==> src/sv/cialu_pkg.sv <==
package cialu_pkg;

  typedef enum logic [4:0] {
    OP_ADD  = 5'd0,
    OP_ADDX = 5'd1,
    OP_SUB  = 5'd2,
    OP_SUBX = 5'd3,
    OP_CMP  = 5'd4,
    OP_AND  = 5'd5,
    OP_OR   = 5'd6,
    OP_XOR  = 5'd7,
    OP_ASL  = 5'd8,
    OP_ASR  = 5'd9,
    OP_LSL  = 5'd10,
    OP_LSR  = 5'd11,
    OP_ROL  = 5'd12,
    OP_ROR  = 5'd13,
    OP_ROXL = 5'd14,
    OP_ROXR = 5'd15,
    OP_NOT  = 5'd16,
    OP_TEST = 5'd17,
    OP_BTST = 5'd18,
    OP_BCHG = 5'd19,
    OP_BCLR = 5'd20,
    OP_BSET = 5'd21
  } op_t;

  typedef enum logic [1:0] {
    SZ_BYTE = 2'd0,
    SZ_WORD = 2'd1,
    SZ_LONG = 2'd2
  } size_t;

  typedef enum logic [3:0] {
    CC_T  = 4'd0,
    CC_F  = 4'd1,
    CC_HI = 4'd2,
    CC_LS = 4'd3,
    CC_CC = 4'd4,
    CC_CS = 4'd5,
    CC_NE = 4'd6,
    CC_EQ = 4'd7,
    CC_VC = 4'd8,
    CC_VS = 4'd9,
    CC_PL = 4'd10,
    CC_MI = 4'd11,
    CC_GE = 4'd12,
    CC_LT = 4'd13,
    CC_GT = 4'd14,
    CC_LE = 4'd15
  } cond_t;

  typedef enum logic {
    S_IDLE,
    S_EXEC
  } state_t;

  // bit4 x, bit3 n, bit2 z, bit1 v, bit0 c
  typedef struct packed {
    logic x;
    logic n;
    logic z;
    logic v;
    logic c;
  } flags_t;

  // working value of the shifter between steps
  typedef struct packed {
    logic [31:0] res;
    logic        c;
    logic        v;
  } step_state_t;

  function automatic logic [31:0] size_mask(input logic [1:0] size);
    logic [31:0] m;
    case (size_t'(size))
      SZ_BYTE: m = 32'h0000_00ff;
      SZ_WORD: m = 32'h0000_ffff;
      default: m = 32'hffff_ffff;
    endcase
    return m;
  endfunction

  function automatic logic [31:0] size_msb(input logic [1:0] size);
    logic [31:0] m;
    case (size_t'(size))
      SZ_BYTE: m = 32'h0000_0080;
      SZ_WORD: m = 32'h0000_8000;
      default: m = 32'h8000_0000;
    endcase
    return m;
  endfunction

  function automatic logic cond_eval(input logic [3:0] cc, input flags_t f);
    logic r;
    case (cond_t'(cc))
      CC_T:    r = 1'b1;
      CC_F:    r = 1'b0;
      CC_HI:   r = !f.c && !f.z;
      CC_LS:   r = f.c || f.z;
      CC_CC:   r = !f.c;
      CC_CS:   r = f.c;
      CC_NE:   r = !f.z;
      CC_EQ:   r = f.z;
      CC_VC:   r = !f.v;
      CC_VS:   r = f.v;
      CC_PL:   r = !f.n;
      CC_MI:   r = f.n;
      CC_GE:   r = f.n == f.v;
      CC_LT:   r = f.n != f.v;
      CC_GT:   r = (f.n == f.v) && !f.z;
      CC_LE:   r = (f.n != f.v) || f.z;
      default: r = 1'b0;
    endcase
    return r;
  endfunction

endpackage

==> src/sv/cialu_in_if.sv <==
interface cialu_in_if;
  logic        valid;
  logic        ready;
  logic [4:0]  op;
  logic [1:0]  size;
  logic [31:0] src;
  logic [31:0] target;
  logic [5:0]  shift_count;
  logic [3:0]  condition;

  modport source (
    output valid, op, size, src, target, shift_count, condition,
    input  ready
  );
  modport sink (
    input  valid, op, size, src, target, shift_count, condition,
    output ready
  );
endinterface

==> src/sv/cialu_out_if.sv <==
interface cialu_out_if;
  logic        valid;
  logic        ready;
  logic [31:0] result;
  logic [4:0]  flags;
  logic        cond_true;

  modport source (
    output valid, result, flags, cond_true,
    input  ready
  );
  modport sink (
    input  valid, result, flags, cond_true,
    output ready
  );
endinterface

==> src/sv/cialu_alu.sv <==
module cialu_alu import cialu_pkg::*; (
  input  op_t         op,
  input  logic [1:0]  size,
  input  logic [31:0] src,
  input  logic [31:0] tgt,
  input  flags_t      fin,
  output logic [31:0] res,
  output flags_t      fout
);

  logic [31:0] mask;
  logic [31:0] msb;
  logic        is_sub;
  logic        ext;
  logic        cin;
  logic [32:0] addend;
  logic [32:0] sum;
  logic [31:0] sum_sz;
  logic        carry;
  logic [4:0]  idx_mask;
  logic [4:0]  idx;
  logic [31:0] bit_m;

  assign mask   = size_mask(size);
  assign msb    = size_msb(size);
  assign is_sub = (op == OP_SUB) || (op == OP_SUBX) || (op == OP_CMP);
  assign ext    = fin.x && ((op == OP_ADDX) || (op == OP_SUBX));
  // subtract as target plus inverted source plus one, less the extend bit
  assign addend = is_sub ? ~{1'b0, src} : {1'b0, src};
  assign cin    = is_sub ? !ext : ext;
  assign sum    = {1'b0, tgt} + addend + {32'd0, cin};
  assign sum_sz = sum[31:0] & mask;

  always_comb begin
    case (size_t'(size))
      SZ_BYTE: begin
        carry    = sum[8];
        idx_mask = 5'd7;
      end
      SZ_WORD: begin
        carry    = sum[16];
        idx_mask = 5'd15;
      end
      default: begin
        carry    = sum[32];
        idx_mask = 5'd31;
      end
    endcase
  end

  assign idx   = src[4:0] & idx_mask;
  assign bit_m = 32'd1 << idx;

  always_comb begin
    res  = tgt;
    fout = fin;
    case (op)
      OP_ADD, OP_ADDX: begin
        res    = sum_sz;
        fout.c = carry;
        fout.x = carry;
        fout.v = |(~(src ^ tgt) & (tgt ^ sum_sz) & msb);
        fout.n = |(sum_sz & msb);
        fout.z = (op == OP_ADD) ? (sum_sz == 32'd0) : (fin.z && (sum_sz == 32'd0));
      end
      OP_SUB, OP_SUBX, OP_CMP: begin
        res    = (op == OP_CMP) ? tgt : sum_sz;
        fout.c = carry;
        fout.x = (op == OP_CMP) ? fin.x : carry;
        fout.v = |((tgt ^ src) & (tgt ^ sum_sz) & msb);
        fout.n = |(sum_sz & msb);
        fout.z = (op == OP_SUBX) ? (fin.z && (sum_sz == 32'd0)) : (sum_sz == 32'd0);
      end
      OP_AND, OP_OR, OP_XOR, OP_NOT, OP_TEST: begin
        case (op)
          OP_AND:  res = tgt & src;
          OP_OR:   res = tgt | src;
          OP_XOR:  res = tgt ^ src;
          OP_NOT:  res = ~tgt & mask;
          default: res = tgt;
        endcase
        fout.c = 1'b0;
        fout.v = 1'b0;
        fout.n = |(res & msb);
        fout.z = (res == 32'd0);
      end
      OP_BTST, OP_BCHG, OP_BCLR, OP_BSET: begin
        fout.z = !(|(tgt & bit_m));
        case (op)
          OP_BCHG: res = (tgt ^ bit_m) & mask;
          OP_BCLR: res = tgt & ~bit_m;
          OP_BSET: res = (tgt | bit_m) & mask;
          default: res = tgt;
        endcase
      end
      default: begin
        res  = tgt;
        fout = fin;
      end
    endcase
  end

endmodule

==> src/sv/cialu_step.sv <==
module cialu_step import cialu_pkg::*; (
  input  op_t         op,
  input  logic [1:0]  size,
  input  step_state_t cur,
  output step_state_t nxt
);

  logic [31:0] mask;
  logic [31:0] msb;
  logic        top;
  logic        bot;
  logic [31:0] shl;
  logic [31:0] shr;

  assign mask = size_mask(size);
  assign msb  = size_msb(size);
  assign top  = |(cur.res & msb);
  assign bot  = cur.res[0];
  assign shl  = (cur.res << 1) & mask;
  assign shr  = cur.res >> 1;

  // one bit position per call
  always_comb begin
    nxt = cur;
    case (op)
      OP_ASL: begin
        nxt.c   = top;
        nxt.res = shl;
        nxt.v   = cur.v | (top ^ (|(shl & msb)));
      end
      OP_LSL: begin
        nxt.c   = top;
        nxt.res = shl;
      end
      OP_ASR: begin
        nxt.c   = bot;
        nxt.res = shr | (cur.res & msb);
      end
      OP_LSR: begin
        nxt.c   = bot;
        nxt.res = shr;
      end
      OP_ROL: begin
        nxt.c   = top;
        nxt.res = shl | {31'd0, top};
      end
      OP_ROR: begin
        nxt.c   = bot;
        nxt.res = shr | (bot ? msb : 32'd0);
      end
      OP_ROXL: begin
        nxt.c   = top;
        nxt.res = shl | {31'd0, cur.c};
      end
      OP_ROXR: begin
        nxt.c   = bot;
        nxt.res = shr | (cur.c ? msb : 32'd0);
      end
      default: nxt = cur;
    endcase
  end

endmodule

==> src/sv/cpu_integer_alu_with_flags_unit.sv <==
// integer alu with x n z v c flags, one operation per word. an accepted word
// is latched, shifts and rotates then run the shift_count steps through the
// one-bit shifter one after another (other operations take no steps), and a
// last step writes the result, the new flags and the condition truth into the
// output register once it is free; only then is the input ready for the next
// word, so one word is in flight at a time. the condition is judged on the
// flags as they stood when the word was accepted. the output register lets a
// finished result wait while the next word is taken. the flags reset to zero.
module cpu_integer_alu_with_flags_unit import cialu_pkg::*; (
  input  logic      clk,
  input  logic      rst,
  cialu_in_if.sink  in_ch,
  cialu_out_if.source out_ch
);

  // sequencer
  state_t state;
  state_t state_next;

  // latched operation
  op_t         op_r;
  logic [1:0]  size_r;
  logic [31:0] src_r;
  logic [5:0]  cnt_r;
  logic        cnt_nz_r;
  logic        ct_r;
  step_state_t work;
  step_state_t work_next;

  // architectural flags
  flags_t flags;

  // output register
  logic        out_valid;
  logic [31:0] result_q;
  flags_t      flags_q;
  logic        ct_q;

  logic        accept;
  logic        is_shift;
  logic        step_en;
  logic        finish;
  logic [31:0] alu_res;
  flags_t      alu_flags;
  logic [31:0] fin_res;
  flags_t      fin_flags;
  logic [31:0] msb_r;
  logic [31:0] in_mask;
  op_t         in_op;

  assign in_op    = op_t'(in_ch.op);
  assign in_mask  = size_mask(in_ch.size);
  assign msb_r    = size_msb(size_r);
  assign accept   = in_ch.valid && in_ch.ready;
  assign is_shift = (op_r == OP_ASL) || (op_r == OP_ASR) || (op_r == OP_LSL) ||
                    (op_r == OP_LSR) || (op_r == OP_ROL) || (op_r == OP_ROR) ||
                    (op_r == OP_ROXL) || (op_r == OP_ROXR);

  // next state
  always_comb begin
    state_next = state;
    case (state)
      S_IDLE: begin
        if (accept) state_next = S_EXEC;
      end
      S_EXEC: begin
        if (finish) state_next = S_IDLE;
      end
      default: state_next = S_IDLE;
    endcase
  end

  // sequencer outputs
  always_comb begin
    in_ch.ready = 1'b0;
    step_en     = 1'b0;
    finish      = 1'b0;
    case (state)
      S_IDLE: in_ch.ready = 1'b1;
      S_EXEC: begin
        step_en = is_shift && (cnt_r != 6'd0);
        // wait for a free output register before retiring
        finish  = !step_en && (!out_valid || out_ch.ready);
      end
      default: begin
        in_ch.ready = 1'b0;
      end
    endcase
  end

  always_ff @(posedge clk) begin
    if (rst) state <= S_IDLE;
    else     state <= state_next;
  end

  cialu_step u_step (
    .op   (op_r),
    .size (size_r),
    .cur  (work),
    .nxt  (work_next)
  );

  cialu_alu u_alu (
    .op   (op_r),
    .size (size_r),
    .src  (src_r),
    .tgt  (work.res),
    .fin  (flags),
    .res  (alu_res),
    .fout (alu_flags)
  );

  // operand latch and shift iteration
  always_ff @(posedge clk) begin
    if (accept) begin
      op_r     <= in_op;
      size_r   <= in_ch.size;
      src_r    <= in_ch.src & in_mask;
      cnt_r    <= in_ch.shift_count;
      cnt_nz_r <= (in_ch.shift_count != 6'd0);
      ct_r     <= cond_eval(in_ch.condition, flags);
      work.res <= in_ch.target & in_mask;
      // extended rotates shift x in first
      work.c   <= ((in_op == OP_ROXL) || (in_op == OP_ROXR)) ? flags.x : 1'b0;
      work.v   <= 1'b0;
    end else if (step_en) begin
      work  <= work_next;
      cnt_r <= cnt_r - 6'd1;
    end
  end

  // retiring values
  always_comb begin
    fin_res   = alu_res;
    fin_flags = alu_flags;
    if (is_shift) begin
      fin_res     = work.res;
      fin_flags.n = |(work.res & msb_r);
      fin_flags.z = (work.res == 32'd0);
      fin_flags.v = work.v;
      fin_flags.c = work.c;
      case (op_r)
        OP_ROL, OP_ROR:   fin_flags.x = flags.x;
        OP_ROXL, OP_ROXR: fin_flags.x = work.c;
        default:          fin_flags.x = cnt_nz_r ? work.c : flags.x;
      endcase
    end
  end

  always_ff @(posedge clk) begin
    if (rst) begin
      flags     <= '0;
      out_valid <= 1'b0;
    end else begin
      if (finish) begin
        flags     <= fin_flags;
        out_valid <= 1'b1;
      end else if (out_ch.ready) begin
        out_valid <= 1'b0;
      end
    end
  end

  always_ff @(posedge clk) begin
    if (finish) begin
      result_q <= fin_res;
      flags_q  <= fin_flags;
      ct_q     <= ct_r;
    end
  end

  assign out_ch.valid     = out_valid;
  assign out_ch.result    = result_q;
  assign out_ch.flags     = flags_q;
  assign out_ch.cond_true = ct_q;

  // a word in flight blocks the input
  a_busy_after_accept: assert property (@(posedge clk) disable iff (rst)
    accept |=> !in_ch.ready)
    else $error("input ready while a word is in flight");

  // the shown flags are the live flags
  a_flags_match: assert property (@(posedge clk) disable iff (rst)
    out_valid |-> (flags_q == flags))
    else $error("output flags differ from flag register");

  // each shifter step consumes one count
  a_count_down: assert property (@(posedge clk) disable iff (rst)
    step_en |=> (cnt_r == $past(cnt_r) - 6'd1))
    else $error("shift count did not step down");

  // a pending result is never overwritten
  a_no_overwrite: assert property (@(posedge clk) disable iff (rst)
    (out_valid && !out_ch.ready) |-> !finish)
    else $error("result retired onto a stalled output");

endmodule
==> src/flat_wrapper.sv <==
// flat-port wrapper written by rule: the top's interface ports become plain ports
module cpu_integer_alu_with_flags_unit_flat import cialu_pkg::*;
  (clk, rst, in_ch_valid, in_ch_op, in_ch_size, in_ch_src, in_ch_target, in_ch_shift_count, in_ch_condition, in_ch_ready, out_ch_valid, out_ch_result, out_ch_flags, out_ch_cond_true, out_ch_ready);
  cialu_in_if in_ch_i ();
  cialu_out_if out_ch_i ();
  input  logic clk;
  input  logic rst;
  input wire logic [$bits(in_ch_i.valid)-1:0] in_ch_valid;
  input wire logic [$bits(in_ch_i.op)-1:0] in_ch_op;
  input wire logic [$bits(in_ch_i.size)-1:0] in_ch_size;
  input wire logic [$bits(in_ch_i.src)-1:0] in_ch_src;
  input wire logic [$bits(in_ch_i.target)-1:0] in_ch_target;
  input wire logic [$bits(in_ch_i.shift_count)-1:0] in_ch_shift_count;
  input wire logic [$bits(in_ch_i.condition)-1:0] in_ch_condition;
  output wire logic [$bits(in_ch_i.ready)-1:0] in_ch_ready;
  output wire logic [$bits(out_ch_i.valid)-1:0] out_ch_valid;
  output wire logic [$bits(out_ch_i.result)-1:0] out_ch_result;
  output wire logic [$bits(out_ch_i.flags)-1:0] out_ch_flags;
  output wire logic [$bits(out_ch_i.cond_true)-1:0] out_ch_cond_true;
  input wire logic [$bits(out_ch_i.ready)-1:0] out_ch_ready;
  assign in_ch_i.valid = in_ch_valid;
  assign in_ch_i.op = in_ch_op;
  assign in_ch_i.size = in_ch_size;
  assign in_ch_i.src = in_ch_src;
  assign in_ch_i.target = in_ch_target;
  assign in_ch_i.shift_count = in_ch_shift_count;
  assign in_ch_i.condition = in_ch_condition;
  assign in_ch_ready = in_ch_i.ready;
  assign out_ch_valid = out_ch_i.valid;
  assign out_ch_result = out_ch_i.result;
  assign out_ch_flags = out_ch_i.flags;
  assign out_ch_cond_true = out_ch_i.cond_true;
  assign out_ch_i.ready = out_ch_ready;
  cpu_integer_alu_with_flags_unit u_core (.clk(clk), .rst(rst), .in_ch(in_ch_i), .out_ch(out_ch_i));
endmodule
==> config.mk <==
export PLATFORM = sky130hd
export DESIGN_NAME = cpu_integer_alu_with_flags_unit_flat
export DESIGN_NICKNAME = d
export VERILOG_FILES = /design/src/sv/cialu_pkg.sv /design/src/sv/cialu_in_if.sv /design/src/sv/cialu_out_if.sv /design/src/sv/cialu_alu.sv /design/src/sv/cialu_step.sv /design/src/sv/cpu_integer_alu_with_flags_unit.sv /design/src/flat_wrapper.sv
export SDC_FILE = /design/constraint.sdc
export NUM_CORES = 1
export LEC_CHECK = 0
export ABC_AREA = 1
export BUFFER_PORTS_ARGS = -buffer_cell sky130_fd_sc_hd__buf_2
export CAP_MARGIN = 20
export CORE_MARGIN = 1.5
export CORE_UTILIZATION = 50
export DETAILED_ROUTE_END_ITERATION = 8
export GPL_TIMING_DRIVEN = 0
export HOLD_SLACK_MARGIN = 0.02
export PLACE_DENSITY_LB_ADDON = 0.05
export SYNTH_ARGS = -nofsm -noshare
export SYNTH_HDL_FRONTEND = slang
export SYNTH_SLANG_ARGS = --single-unit
==> constraint.sdc <==
create_clock -name clk -period 4.03 [get_ports clk]
set_input_delay 0.2015 -clock clk [delete_from_list [all_inputs] [get_ports clk]]
set_output_delay 0.2015 -clock clk [all_outputs]
set_load 0.01 [all_outputs]
# After elaboration in Yosys (flattened, before gate mapping)
# Cells that the tools add are included.
[totals] word_cells=204 out_inout_bits=40 ff_bits=126 inputBits=85
[classes] reduce_logical=58 shifts=1 mux=41 bitwise_logic=36 n_addsub=3 n_eq_ne=42
[op_table] operator="bitwise AND 32 bit" count=18
[op_table] operator="case mux 32 bit (4 select lines)" count=2
[op_table] operator="case mux 33 bit (7 select lines)" count=1
[op_table] operator="OR reduction 32 bit" count=7
[op_table] operator="case mux 32 bit (2 select lines)" count=3
[op_table] operator="two-way mux 32 bit" count=5
[op_table] operator="logical NOT 32 bit" count=3
[op_table] operator="inverter 32 bit" count=3
[op_table] operator="bitwise OR 31 x 32 -> 32 bit" count=3
[op_table] operator="case mux 32 bit (3 select lines)" count=1
[op_table] operator="bitwise XOR 32 bit" count=3
[op_table] operator="two-way mux 34 bit" count=2
[op_table] operator="bitwise OR 32 x 1 -> 32 bit" count=2
[op_table] operator="bitwise OR 32 bit" count=2
[op_table] operator="equality test 5 x 4 -> 1 bit, second input constant" count=10
[op_table] operator="adder 32 x 33 -> 33 bit" count=1
[op_table] operator="adder 33 x 1 -> 33 bit" count=1
[op_table] operator="two-way mux 33 bit" count=1
[op_table] operator="inverter 32 -> 33 bit" count=1
[op_table] operator="equality test 4 bit, second input constant" count=8
[op_table] operator="left shift 1 x 5 -> 32 bit, first input constant" count=1
[op_table] operator="equality test 5 bit, second input constant" count=6
[op_table] operator="equality test 5 x 3 -> 1 bit, second input constant" count=4
[op_table] operator="equality test 4 x 3 -> 1 bit, second input constant" count=4
[op_table] operator="other kinds (34)" count=89

# Longest topological paths before layout
[logic_depth] ltp_word=14 ltp_mapped=28 ltp_nobuf=27

# Modules after synthesis
# A second synthesis with hierarchy kept.
[unflattened] cells_unflattened=2321 area_unflattened_um2=15498.6
[modules_own_cells] module="cialu_alu" area_per_inst_um2=8931.1 n_inst=1 cells_each=1576
[modules_own_cells] module="cpu_integer_alu_with_flags_unit" area_per_inst_um2=5575.3 n_inst=1 cells_each=537
[modules_own_cells] module="cialu_step" area_per_inst_um2=992.2 n_inst=1 cells_each=208

# Worst setup path before layout
# Ideal clock, no wire load.
[synth_timing] kind="reg-to-reg" from="register u_core.op_r[4]" to="register u_core.flags[2] in the netlist's numbering" stages_incl_launch_ff=27 t_arrival_ps=3585 required_ps=3972 setup_ps=58 synth_period_minus_slack_ps=3643 setup_slack_ps=387 path_cell_list="edfxtp_1 -> buf_4 -> nor2_1 -> nand2_1 -> nand2_2 -> buf_1 -> xor2_1 -> fa_1 -> inv_1 -> fa_1 -> inv_1 -> nand3_1 -> nand3_1 -> nand3_1 -> nand3_1 -> or2_2 -> nand3_1 -> nand2_1 -> nor2_1 -> nand2_1 -> nor2_1 -> nand3_1 -> nand2_1 -> nand2_1 -> nand2_2 -> nand2_1 -> nand2_1"
[synth_lines] item="from (decl)" line_no="cpu_integer_alu_with_flags_unit.sv:21" source="op_t op_r;"
[synth_lines] item="from (signal assigned)" line_no="cpu_integer_alu_with_flags_unit.sv:116" source="op_r <= in_op;"
[synth_lines] item="to (signal assigned)" line_no="cpu_integer_alu_with_flags_unit.sv:156" source="flags <= fin_flags;"
[synth_lines] item="to (decl)" line_no="cpu_integer_alu_with_flags_unit.sv:31" source="flags_t flags;"

==> results by group <==
Die
  • Initial Utilization: 50.65%
  • Die X: 170.5 um
  • Core area: ~0.028 sq mm
  • Num rows: 61
  • Die H: 170.5 um
  • Die area: 0.02908 sq mm
  • Ports: 125

Synth
  • Register area share after synthesis: a little over a quarter
  • Cell variety after synth: 51
  • Synth Register Bits: 126
  • YS warnings: 0
  • Mean Syn Cell Area: about 7.0 sq um
  • Post-Syn Instances: around 2000
  • Post-Syn Nets: 2278
  • Post-synth EDFFs: 118
  • Async S/R FF share, synth: 0%
  • Mapped Area: 0.01403 sq mm
  • Post-synth top flop: edfxtp_1

Worst setup path
  • Worst r2r path cells: 23
  • Setup crit end kind: flip-flop
  • Endpoint arrival time on the critical path: 4.23 ns
  • R2R Path Start: u_core.op_r[4]
  • Critical path type: flip-flop to flip-flop
  • Reg2Reg Setup Slack: -0.003 ns
  • CP Launch Type: flip-flop
  • Data required time of the critical path: 4.23 ns
  • Reg-to-reg endpoint: u_core.out_ch.flags[1]
  • Crit Path Max Fanout: 10

Timing
  • Slew @ Worst Pin: 0.8655 ns
  • Post-route minimum period: 4.033 ns
  • Slew HR: 42.08%
  • Tcrit/Tclk final: 100.1%
  • Setup ws final: -0.002988 ns
  • Setup tns final: -0.002988 ns
  • Max Slew Vio Count: 0
  • Final setup fails: 1
  • Final Skew: roughly 0.016 ns
  • Hold Violations, Final: 0
  • Fmax: 0.2480 GHz

Run status
  • Status: finished, violations left
  • Failing checks: negative setup slack

CTS
  • CTS tree: done
  • H-Tree Level Count: 4
  • CTS Root Buffer Type: clkbuf_16
  • TritonCTS Sinks: 126
  • CTS Buf Count: 17
  • Worst skew pair latency: 0.46 ns
  • Max Buffers Root-to-Sink: 2
  • Clock-pin slew on the worst setup and hold paths: ~0.070 ns

Cells and area
  • Antenna Cells: 0
  • Layout cell share with drive strength beyond 1: 14.38%
  • Final design utilization: 60.53%
  • Layout Area Growth over Synthesis: 19.52%
  • Final nets: 2478
  • Post-route cell area: 0.01677 sq mm

Detailed routing
  • Detailed Route Iter0 Violations: 1653
  • DR pass1 iterations: 6
  • Vias: 15280
  • Overall routed net length: roughly 58000 um
  • Drc violations: 0
  • Wire per inst: approximately 23 um
  • Vias per cell: 5.901
  • Final ANT Viol Nets: 0

Global route
  • Largest net degree at the start of global routing: 38
  • Total congestion overflow: 0
  • First-pass GRT wire length: 85250 um
  • Vias in the first global route: 14300
  • Total GRT Usage: 40.23%
  • Initial antenna violation count: 1

Worst hold path
  • Worst Hold Path EP: u_core.out_ch.valid
  • Path type of the worst min-delay path: input port to flip-flop
  • Hold Path Stages: 4
  • Hold Path Origin: out_ch_ready

Place
  • GPL Wtd Cong: 1.081
  • Placed cell areas: 0.01520 sq mm
  • DPL Wire Length: 46400 um
  • Pre-CTS setup slack: -1.207 ns
  • Port bufs: about 120

Power
  • P_leak: 7.828 nW
  • Power density cells: 315.2 mW/mm^2
  • Maximum vdd drop: approximately 0.23 mV

Job
  • MaxCap Viol Count: 0
## placed cells by master, fill, tap and decap left out, drive strengths merged, types with 5 or more instances in the layout
cell	netlist	layout
dfxtp	8	8
o22ai	35	35
nor4	14	14
xor2	38	38
o21bai	7	7
or2	17	17
o2111ai	19	19
ha	193	193
a2111oi	7	7
a32o	17	17
clkbuf	29	46
nand4	32	32
nand3b	17	17
o221ai	7	7
a211oi	5	5
nor2	214	214
o31ai	5	5
nand2	516	516
xnor2	8	8
nor3	28	28
buf	32	184
a21oi	64	64
nand3	105	105
dlygate4sd3	0	30
clkinv	7	11
o21ai	124	124
edfxtp	118	118
inv	287	292
o211ai	16	16
a22oi	15	15
## layer usage
| metal | global-route usage (%) | up-vias | share of wire [%] |
|---|---|---|---|
| met3 | 7.495 | 150 | 10 |
| met1 | 53.73 | 7131 | 42 |
| met5 | 0 | - | 0.022 |
| li1 | - | 7070 | - |
| met2 | 63.46 | 925 | 44 |
| met4 | 17.55 | 2 | 4.2 |
## cell usage after synthesis (all sizes together), types with 2 or more instances
cell type / instances / area share, %
nand2: 516 / 14
inv: 287 / 7.7
nor2: 214 / 6.0
ha: 193 / 17
o21ai: 124 / 4.4
edfxtp: 118 / 25
nand3: 105 / 3.8
a21oi: 64 / 2.3
xor2: 38 / 2.4
o22ai: 35 / 1.6
buf: 32 / 1.2
nand4: 32 / 1.4
clkbuf: 29 / 0.78
nor3: 28 / 1.1
o2111ai: 19 / 1.2
a32o: 17 / 1.2
nand3b: 17 / 0.91
or2: 17 / 0.76
o211ai: 16 / 0.86
a22oi: 15 / 0.80
nor4: 14 / 0.62
dfxtp: 8 / 1.1
xnor2: 8 / 0.50
a2111oi: 7 / 0.44
clkinv: 7 / 0.19
o21bai: 7 / 0.37
o221ai: 7 / 0.44
a211oi: 5 / 0.27
o31ai: 5 / 0.27
a32oi: 3 / 0.19
a221oi: 2 / 0.12
a31oi: 2 / 0.089
fa: 2 / 0.29
## final cells by class
class / count / area (sq um)
Timing Repair Buffer: 183 / 1212
Multi-Input combinational cell: 1517 / 9371
Tap cell: 378 / 473.0
Fill cell: 2636 / 10930
Buffer: 59 / 341.6
Clock inverter: 14 / 136.4
Inverter: 294 / 1104
Sequential cell: 126 / 3704
Clock buffer: 18 / 429.2
## power breakdown
part | internal (mW) | total [mW] | switching (mW)
sequential | 1.58 | 1.74 | 0.167
clock | 0.861 | 1.59 | 0.728
combinational | 0.649 | 1.95 | 1.30
total | 3.09 | 5.29 | 2.20
## how the worst max path moves through the flow
stage	from	to	slack, ns	cells past startpoint
floorplan	u_core.op_r[4]	u_core.flags[2]	0.39	26
finish	u_core.op_r[4]	u_core.out_ch.flags[1]	-0.003	23
global placement	u_core.op_r[2]	u_core.flags[2]	-1.28	28
CTS	u_core.op_r[3]	u_core.flags[2]	0.002	28
detailed placement	u_core.op_r[3]	u_core.flags[2]	-1.21	28
global route	u_core.op_r[3]	u_core.out_ch.flags[1]	-0.04	23
## stage by stage
| step | instances | total power [mW] | hold slack [ns] |
|---|---|---|---|
| floorplan | 1998 | 2.838 | 0.2706 |
| global placement | 2500 | 3.466 | 0.3784 |
| detailed placement | 2503 | 3.505 | 0.3796 |
| CTS | 2574 | 5.136 | 0.02126 |
| global route | 2589 | 5.491 | 0.03907 |
| finish | 2589 | 5.287 | 0.02915 |
## kinds of logic after synthesis
logic type | synth area share, %
simple gates | 28.65
flops | 26.39
buf+inv | 9.844
compound gates | 14.75
fa+ha+maj | 17.49
xor+xnor | 2.871
## registers in the layout, indices dropped and copies added (netlist names)
register and count:
u_core.cnt_nz_r 1, u_core.cnt_r 6, u_core.ct_r 1, u_core.flags 5, u_core.op_r 5, u_core.out_ch.cond_true 1
u_core.out_ch.flags 5, u_core.out_ch.result 32, u_core.out_ch.valid 1, u_core.size_r 2, u_core.src_r 32, u_core.state 1
u_core.work 34
## what timing repair did
item                                   CTS  global route
pin swaps                                4            11
resized for setup                       41            57
cloned                                   0             1
setup endpoints to repair               40            14
hold buffers                            30             0
buffers inserted                        10            15
endpoints found under the hold margin   30             0
## critical path, cell delays in order, from the launching register on
cell      delay (ns)
edfxtp_1        0.38
buf_4           0.20
nor2_1          0.20
nand2_2         0.15
nand2_8         0.18
buf_12          0.21
xor2_2          0.24
ha_1            0.35
nand2_1         0.19
inv_1           0.06
nand2_1         0.08
nand2_1         0.08
nand2_1         0.07
nand2_1         0.08
a21oi_2         0.19
nand2_1         0.08
nand2_1         0.13
nand4_1         0.26
nand3b_1        0.22
nand2_1         0.08
nand2_1         0.10
nand3_1         0.09
nand2_1         0.06
nand2_1         0.09
Note: power is estimated with default switching activity, not from simulation.
